--- src/rtl/clwfe_pkg.sv ---
package clwfe_pkg;

  typedef enum logic [1:0] {
    ACT_CMD    = 2'd0,
    ACT_CHAR   = 2'd1,
    ACT_NUM    = 2'd2,
    ACT_CURSOR = 2'd3
  } action_e;

  localparam logic [7:0]  LINE1_BASE  = 8'h80;
  localparam logic [7:0]  LINE2_BASE  = 8'hC0;
  localparam logic [7:0]  ASCII_ZERO  = 8'h30;
  // floor(v / 10) = (v * 52429) >> 19, exact for every 16-bit v
  localparam logic [15:0] DIV10_MUL   = 16'd52429;
  localparam int          DIV10_SHIFT = 19;

  typedef struct packed {
    action_e     action;
    logic [7:0]  byte_value;
    logic [15:0] number;
    logic [5:0]  column;
    logic        on_first_line;
  } in_t;

  typedef struct packed {
    logic       is_data;
    logic [7:0] bus_byte;
    logic       last;
  } out_t;

  // per-item control carried down the pipeline
  typedef struct packed {
    logic       is_num;
    logic       is_data;
    logic [7:0] bus_byte;
  } wr_t;

endpackage

--- src/rtl/char_lcd_write_front_end.sv ---
// channel | direction | payload                 | handshake
// in      | input     | in_i  (clwfe_pkg::in_t)  | in_valid_i / in_ready_o
// out     | output    | out_o (clwfe_pkg::out_t) | out_valid_o / out_ready_i
//
// an item passes the pipeline stages and the digit serializer before it reaches the output register
// single writes stream at one item per cycle while the output and serializer do not stall
// a number write holds the digit serializer until each of its printed digits is emitted
// one reciprocal multiply in each stage after the first extracts one decimal digit
// rst_ni clears all valid bits; payload registers are not reset
// a stall at the output backs up stage by stage, bubbles are squeezed out
module char_lcd_write_front_end #(
  parameter int MAX_DIGITS = 4
) (
  input  logic             clk_i,
  input  logic             rst_ni,
  input  logic             in_valid_i,
  output logic             in_ready_o,
  input  clwfe_pkg::in_t   in_i,
  output logic             out_valid_o,
  input  logic             out_ready_i,
  output clwfe_pkg::out_t  out_o
);
  import clwfe_pkg::*;

  localparam int NS = MAX_DIGITS + 1;
  localparam int IW = (MAX_DIGITS > 1) ? $clog2(MAX_DIGITS) : 1;
  localparam int unsigned LIMIT = 10 ** MAX_DIGITS;

  typedef logic [MAX_DIGITS-1:0][3:0] dig_t;

  // pipeline stages
  logic [NS-1:0] vld_q;
  wr_t           wr_q  [NS];
  logic [15:0]   val_q [NS-1];
  dig_t          dig_q [NS];
  logic [NS:0]   rdy;

  // input decode
  wr_t  in_wr;
  logic drop;

  always_comb begin
    in_wr = '0;
    unique case (in_i.action)
      ACT_CMD: begin
        in_wr.bus_byte = in_i.byte_value;
      end
      ACT_CHAR: begin
        in_wr.is_data  = 1'b1;
        in_wr.bus_byte = in_i.byte_value;
      end
      ACT_NUM: begin
        in_wr.is_num  = 1'b1;
        in_wr.is_data = 1'b1;
      end
      ACT_CURSOR: begin
        in_wr.bus_byte = (in_i.on_first_line ? LINE1_BASE : LINE2_BASE)
                         + {2'b00, in_i.column};
      end
      default: in_wr = '0;
    endcase
  end

  assign drop = (in_i.action == ACT_NUM) && (32'(in_i.number) >= LIMIT);

  // digit extraction per stage
  logic [15:0] quo  [1:NS-1];
  logic [3:0]  dgt  [1:NS-1];
  logic [31:0] prod [1:NS-1];

  always_comb begin
    for (int k = 1; k < NS; k++) begin
      prod[k] = val_q[k-1] * DIV10_MUL;
      quo[k]  = 16'(prod[k] >> DIV10_SHIFT);
      dgt[k]  = 4'(val_q[k-1] - {quo[k][12:0], 3'b000} - {quo[k][14:0], 1'b0});
    end
  end

  // serializer and output register
  logic           s_vld_q;
  wr_t            s_wr_q;
  dig_t           s_dig_q;
  logic [IW-1:0]  s_idx_q;
  logic           out_valid_q;
  out_t           out_q;
  logic           o_free;
  logic           s_emit;
  logic           s_final;
  logic           s_take;
  out_t           s_word;
  logic [IW-1:0]  top;

  assign o_free  = !out_valid_q || out_ready_i;
  assign s_emit  = s_vld_q && o_free;
  assign s_final = !s_wr_q.is_num || (s_idx_q == '0);
  assign s_take  = !s_vld_q || (s_emit && s_final);

  always_comb begin
    rdy[NS] = s_take;
    for (int k = NS - 1; k >= 0; k--) begin
      rdy[k] = !vld_q[k] || rdy[k+1];
    end
  end

  assign in_ready_o = rdy[0];

  always_comb begin
    top = '0;
    for (int i = 1; i < MAX_DIGITS; i++) begin
      if (dig_q[NS-1][i] != 4'd0) begin
        top = IW'(i);
      end
    end
  end

  always_comb begin
    s_word.is_data  = s_wr_q.is_data;
    s_word.bus_byte = s_wr_q.is_num ? (ASCII_ZERO + {4'd0, s_dig_q[s_idx_q]})
                                    : s_wr_q.bus_byte;
    s_word.last     = s_final;
  end

  always_ff @(posedge clk_i or negedge rst_ni) begin
    if (!rst_ni) begin
      vld_q       <= '0;
      s_vld_q     <= 1'b0;
      out_valid_q <= 1'b0;
    end else begin
      if (rdy[0]) begin
        vld_q[0] <= in_valid_i && !drop;
      end
      for (int k = 1; k < NS; k++) begin
        if (rdy[k]) begin
          vld_q[k] <= vld_q[k-1];
        end
      end
      if (s_take) begin
        s_vld_q <= vld_q[NS-1];
      end
      if (s_emit) begin
        out_valid_q <= 1'b1;
      end else if (out_ready_i) begin
        out_valid_q <= 1'b0;
      end
    end
  end

  always_ff @(posedge clk_i) begin
    if (rdy[0]) begin
      wr_q[0]  <= in_wr;
      val_q[0] <= in_i.number;
      dig_q[0] <= '0;
    end
    for (int k = 1; k < NS; k++) begin
      if (rdy[k]) begin
        wr_q[k] <= wr_q[k-1];
        if (k < NS - 1) begin
          val_q[k] <= quo[k];
        end
        for (int j = 0; j < MAX_DIGITS; j++) begin
          dig_q[k][j] <= (j == k - 1) ? dgt[k] : dig_q[k-1][j];
        end
      end
    end
    if (s_take) begin
      s_wr_q  <= wr_q[NS-1];
      s_dig_q <= dig_q[NS-1];
      s_idx_q <= wr_q[NS-1].is_num ? top : '0;
    end else if (s_emit) begin
      s_idx_q <= s_idx_q - 1'b1;
    end
    if (s_emit) begin
      out_q <= s_word;
    end
  end

  assign out_valid_o = out_valid_q;
  assign out_o       = out_q;

`ifndef NO_ASSERTIONS
  // a number that does not fit never enters the pipeline
  a_drop_large: assert property (@(posedge clk_i) disable iff (!rst_ni)
    in_valid_i && in_ready_o && drop |=> !vld_q[0])
    else $error("oversized number entered pipeline");

  // a write that is not last leaves its remaining digits in the serializer
  a_more_digits: assert property (@(posedge clk_i) disable iff (!rst_ni)
    out_valid_q && !out_q.last |-> s_vld_q && s_wr_q.is_num)
    else $error("non-last write without pending digits");

  // command writes are always single
  a_cmd_single: assert property (@(posedge clk_i) disable iff (!rst_ni)
    out_valid_q && !out_q.is_data |-> out_q.last)
    else $error("command write not marked last");

  // the leading printed digit is never a zero unless it is the only one
  a_no_lead_zero: assert property (@(posedge clk_i) disable iff (!rst_ni)
    $rose(s_vld_q) && s_wr_q.is_num |-> s_dig_q[s_idx_q] != 4'd0 || s_idx_q == '0)
    else $error("leading zero digit");

  // single writes start with a zero digit index
  a_single_idx: assert property (@(posedge clk_i) disable iff (!rst_ni)
    s_vld_q && !s_wr_q.is_num |-> s_idx_q == '0)
    else $error("single write with digit index");
`endif

endmodule
--- config.mk ---
export PLATFORM = sky130hd
export DESIGN_NAME = char_lcd_write_front_end
export DESIGN_NICKNAME = d
export VERILOG_FILES = /design/src/rtl/clwfe_pkg.sv /design/src/rtl/char_lcd_write_front_end.sv
export SDC_FILE = /design/constraint.sdc
export NUM_CORES = 1
export LEC_CHECK = 0
export BUFFER_PORTS_ARGS = -buffer_cell sky130_fd_sc_hd__buf_2
export CORE_AREA = 2 2 177 179
export DETAILED_ROUTE_END_ITERATION = 12
export DIE_AREA = 0 0 179 181
export PLACE_DENSITY_LB_ADDON = 0.25
export SYNTH_ARGS = -nofsm -noshare
export SYNTH_HDL_FRONTEND = slang
export SYNTH_SLANG_ARGS = --single-unit
--- constraint.sdc ---
create_clock -name clk_i -period 12.85 [get_ports clk_i]
set_input_delay 3.855 -clock clk_i [delete_from_list [all_inputs] [get_ports clk_i]]
set_output_delay 3.855 -clock clk_i [all_outputs]
set_load 0.02 [all_outputs]
# Yosys cells after proc, flatten, opt, wreduce, memory -nomap -nowiden
# Memory sizes are Yosys's and may differ from the RTL's.
# Index checks and enable logic that the tools add are counted.
# op_classes
n_addsub,11
n_mul,4
div,0
order_cmp,2
n_eq_ne,3
n_shift,0
mux,25
bitwise_logic,0
reduce_logical,30
# op_table
operator,count
$mul A16 B16 Y32 const B,3
$sub A4 B4 Y4,8
$mul A16 B16 Y22 const B,1
$ge A16 B14 Y1 const B,1
$pmux W8 S2,1
$mux W1,15
$reduce_bool A4 Y1,3
$mux W2,5
$logic_not A1 Y1,9
$add A8 B6 Y8,1
$bmux W4 S2,1
$logic_or A1 B1 Y1,8
$mux W8,1
$add A6 B4 Y7 const A,1
$mux W7,1
$eq A2 B2 Y1 const B,2
$logic_and A1 B1 Y1,4
$logic_not A2 Y1,2
$mux W4,1
$reduce_bool A2 Y1,2
$reduce_or A2 Y1,2
$lt A2 B3 Y1 const B,1
$eq A2 B1 Y1 const B,1
$sub A2 B1 Y2 const B,1
# totals
reg_bits,45
latchBits,0
mem_bits_rw,194
romBits,0
in_bits,37
output_inout_bits,12
word_cells,96
n_memories,3
# memory_table
memory,words,word_bits,read_ports,rd_clocked_by_memory_dff,write_ports,line_no,text
dig_q,5,16,5,0,5,char_lcd_write_front_end.sv:35,dig_t dig_q [NS];
val_q,4,16,4,0,4,char_lcd_write_front_end.sv:34,logic [15:0] val_q [NS-1];
wr_q,5,10,5,0,5,char_lcd_write_front_end.sv:33,wr_t wr_q [NS];

# Logic depth before layout (Yosys ltp)
# depth
word_depth,12
depth_mapped,25
ltp_nobuf,25

# Least setup slack after synthesis
# Ideal clock, no wire load.
# synth_path
path_kind,input to output
startpoint,input out_ready_i
endpoint,output in_ready_o
arrival_time_ps,6369
required_time_ps,8995
slack_ps,2626
cell_stages,6
path_buffers,0
path_cell_list,nand2b_1 nand2_1 and2_1 nand3_1 nor2_1 nand3_1
# synth_via
elab_chain_len,9
# synth_lines
element,line_no,text
from (decl),char_lcd_write_front_end.sv:20,"input logic out_ready_i,"
$logic_or A1 B1 Y1,char_lcd_write_front_end.sv:93,assign o_free = !out_valid_q || out_ready_i;
$logic_and A1 B1 Y1,char_lcd_write_front_end.sv:94,assign s_emit = s_vld_q && o_free;
$logic_and A1 B1 Y1,char_lcd_write_front_end.sv:96,assign s_take = !s_vld_q || (s_emit && s_final);
$logic_or A1 B1 Y1,char_lcd_write_front_end.sv:96,
$logic_or A1 B1 Y1 (2 in series),char_lcd_write_front_end.sv:101,rdy[k] = !vld_q[k] || rdy[k+1];
via rdy[3],char_lcd_write_front_end.sv:36,logic [NS:0] rdy;
$logic_or A1 B1 Y1 (3 in series),char_lcd_write_front_end.sv:101,
to (decl),char_lcd_write_front_end.sv:17,"output logic in_ready_o,"
# The timed path passes the listed nets, and every way through them passes these cells.

# Worst setup path after layout
# Same ends and word-level chain as after synthesis.

==> flow_summary_export.csv <==
group,metric,value,unit
hold_path,hold_start,"wr_q[0][28]$_DFFE_PP_",
critical_path,slowest_stage,"nand3_2",
place,portBuffers,48,
place,dpl.hpwl,34.05,mm
detailed_routing,drc,0,
timing,hold_viol_final,0,
timing,tightest_slew,1.207,ns
outcome,status,"completed",
global_route,grt_pass1_vias,13580,
critical_path,cpMostUsedCell,"buf_2",
detailed_routing,first_pass_iters,5,
detailed_routing,vias,12520,
timing,holdWs,0.4142,ns
critical_path,crit_fanout,37,
clock_tree,ctsResizeCount,0,
clock_tree,cts.sinks,190,
clock_tree,clk_latency,0.43,ns
critical_path,cp-startpoint,"out_ready_i",
cells_and_area,nets,2632,
timing,setup_violations,0,
critical_path,max_stage_delay,0.72,ns
timing,relSlewSlack,19.41,%
critical_path,worstPathCellList,"buf_2, nand2b_1, nand2_1, and2_1, nand3_2, nor2_1, nand3_1, buf_4, buf_2",
critical_path,cp_top_family,"simple AND/OR/NAND/NOR gates",
synthesis,ys_warn_count,0,
synthesis,synth_edf_count,183,
floorplanning,placementRows,64,
floorplanning,ios,49,
synthesis,synth_flop_cell,"edfxtp_1",
detailed_routing,dr.first_iter.drc_count,579,
synthesis,syn_avg_cell_area,11.72,sq um
cells_and_area,area_delta_synth_final,6.376,%
detailed_routing,wl_per_cell,17.62,um
critical_path,r2r_start,"val_q[2][12]$_DFFE_PP_",
timing,fin_crit_sh,77.78,%
clock_tree,root_buffer,"clkbuf_16",
critical_path,worst_setup_path_end_kind,"primary output",
synthesis,synthArstFlopShare,3.684,%
critical_path,required,8.99,ns
cells_and_area,antenna_cells,0,
timing,fin_crit,9.995,ns
floorplanning,die_y,181,um
synthesis,synthCells,1798,
critical_path,arrival,6.14,ns
detailed_routing,vias_per_cell,5.512,
global_route,antenna_found_initial,0,
critical_path,path_class,"in -> out",
global_route,grt_pass1_wl,66.52,mm
timing,max_freq,100.1,MHz
detailed_routing,met3_length,1.101,mm
synthesis,post_synth_instance_area,21080,sq um
detailed_routing,dr.max_layer_used,"met4",
floorplanning,coreArea,30350,sq um
detailed_routing,wl_met1,16.97,mm
clock_tree,clk_pin_slew,0.07,ns
hold_path,hp-class,"reg -> reg",
timing,rsz0062_at_grt,"false",
global_route,grt_max_degree,38,
clock_tree,hold_buffers,0,
detailed_routing,wl_met2,20.97,mm
timing,tns,0,ns
floorplanning,initial_utilization,69.45,%
place,dpl_cell_area,21810,sq um
floorplanning,die_w,179,um
clock_tree,cts_buffer_depth,2,
global_route,grt_overflow_total,0,
timing,finClkSkew,0.01227,ns
clock_tree,cts_tree,"yes",
synthesis,synth_seq_cells,190,
clock_tree,post_cts_buffers,0,
detailed_routing,ant_nets,0,
synthesis,syn-num-nets,2568,
synthesis,ys_types,51,
critical_path,startpoint_type,"input port",
timing,slew_violations,0,
critical_path,cp_num_buf_inv,3,
synthesis,yosysSeqAreaShare,26.90,%
floorplanning,die_area,32400,sq um
clock_tree,htree_levels,4,
run,maxCapViolCount,0,
cells_and_area,layout-drive-gt1-share,5.440,%
place,routabilityCongestion,0.9430,
clock_tree,cts_inserted_buffers,17,
detailed_routing,drt-total-wl,40.02,mm
cells_and_area,postLayoutCellArea,22420,sq um
global_route,track_usage,26.65,%
==> cells in the mapped netlist, drive strengths merged (3+ instances only) <==
master | instances | area [sq um]
a21o | 13 | 98.85
o211ai | 4 | 30.03
nand3 | 21 | 105.1
a22oi | 6 | 45.04
a21oi | 39 | 195.2
xnor2 | 48 | 420.4
ha | 478 | 5981
o21bai | 4 | 30.03
clkbuf | 3 | 11.26
nor3 | 7 | 35.03
o21ai | 23 | 115.1
xor2 | 18 | 157.7
nor4 | 4 | 25.02
a211oi | 12 | 112.6
nand2b | 10 | 62.56
dfrtp | 7 | 175.2
o31ai | 3 | 22.52
mux2 | 5 | 56.30
nor2b | 10 | 62.56
nand3b | 4 | 30.03
nand4 | 11 | 68.82
mux4 | 4 | 90.09
nand2 | 31 | 116.4
or2 | 5 | 31.28
edfxtp | 183 | 5495
nor2 | 42 | 157.7
fa | 255 | 5105
inv | 508 | 1907
and2 | 5 | 31.28
o21a | 9 | 67.56
o22ai | 3 | 25.02
a31oi | 3 | 18.77
and3 | 4 | 25.02
==> worst reg2reg max path, cell delays in order (launching register included) <==
cell and delay (ns):
edfxtp_1 0.61, ha_1 0.38, inv_1 0.08, ha_1 0.29, inv_1 0.05, fa_1 0.49
inv_1 0.05, fa_1 0.48, fa_1 0.49, inv_1 0.05, fa_1 0.48, inv_1 0.04
ha_1 0.20, a211oi_2 0.16, o211ai_1 0.13, a211oi_2 0.31, o211ai_1 0.22, a21o_2 0.27
a41oi_1 0.36, nor2_1 0.09, a2111oi_0 0.69, nor2_1 0.08
==> stage by stage <==
step / instances / util (%) / setup WS (ns)
floorplan: 1798 / - / 2.626
global placement: 2239 / 71.86 / 2.941
detailed placement: 2239 / 71.86 / 2.867
CTS: 2271 / 73.87 / 2.853
global route: 2271 / 73.87 / 2.639
finish: 2271 / 73.87 / 2.855
==> cell usage in the layout (no fill, tap or decap), types with 3 or more instances in the layout <==
cell and count:
inv_1 508, ha_1 478, fa_1 255, edfxtp_1 183
xnor2_1 48, buf_2 48, nor2_1 42, a21oi_1 39
nand2_1 31, o21ai_0 23, nand3_1 20, xor2_1 18
clkbuf_16 17, a21o_1 12, nand4_1 11, nor2b_1 10
nand2b_1 10, a211oi_1 9, o21a_1 9, nor3_1 7
dfrtp_1 7, a22oi_1 6, inv_8 6, or2_2 5
and2_1 5, mux2_2 5, clkinv_8 5, o211ai_1 4
nand3b_1 4, and3_1 4, o21bai_1 4, nor4_1 4
mux4_2 4, o31ai_1 3, a31oi_1 3
==> sequential cells by signal, summed over array words and instances (netlist names) <==
register and cells:
val_q 55, wr_q 50, dig_q 40, s_dig_q 16, out_o 10, s_wr_q 9
vld_q 5, s_idx_q 2, out_valid_o 1, s_vld_q 1, s_word 1
==> cell families (layout without fill, tap and decap cells) <==
group / count (synthesis) / in the layout / share of synthesized area (%)
compound gates: 129 / 129 / 4.156
xor+xnor: 66 / 66 / 2.743
fa+ha+maj: 733 / 733 / 52.60
buf+inv: 512 / 589 / 9.124
flops: 190 / 190 / 26.90
mux: 10 / 10 / 0.7421
simple gates: 158 / 158 / 3.734
==> worst paths after layout <==
kind / endpoint / slack, ns / depth (start not counted)
min: wr_q[0][38]$_DFFE_PP_ / 0.41 / 0
min reg2reg: wr_q[0][38]$_DFFE_PP_ / 0.41 / 0
max: in_ready_o / 2.86 / 9
min in group asynchronous: vld_q[3]$_DFFE_PN0P_ / 3.24 / 1
max reg2reg: val_q[3][11]$_DFFE_PP_ / 6.55 / 21
max in group asynchronous: vld_q[4]$_DFFE_PN0P_ / 9.46 / 1
==> area by class of cell <==
type,instances,area [sq um]
Inverter,508,1907
Clock inverter,15,186.4
Timing Repair Buffer,49,247.7
Multi-Input combinational cell,1096,13490
Clock buffer,17,425.4
Tap cell,396,495.5
Fill cell,2032,7929
Sequential cell,190,5670
==> layer usage <==
metal	vias up	track usage [%]
met5	-	0
met2	239	47.65
met4	0	8.163
li1	5972	-
met1	6246	33.91
met3	60	2.883
Power is not shown: default switching activity piles up to over one toggle a cycle in this logic, so the estimate is an artifact.
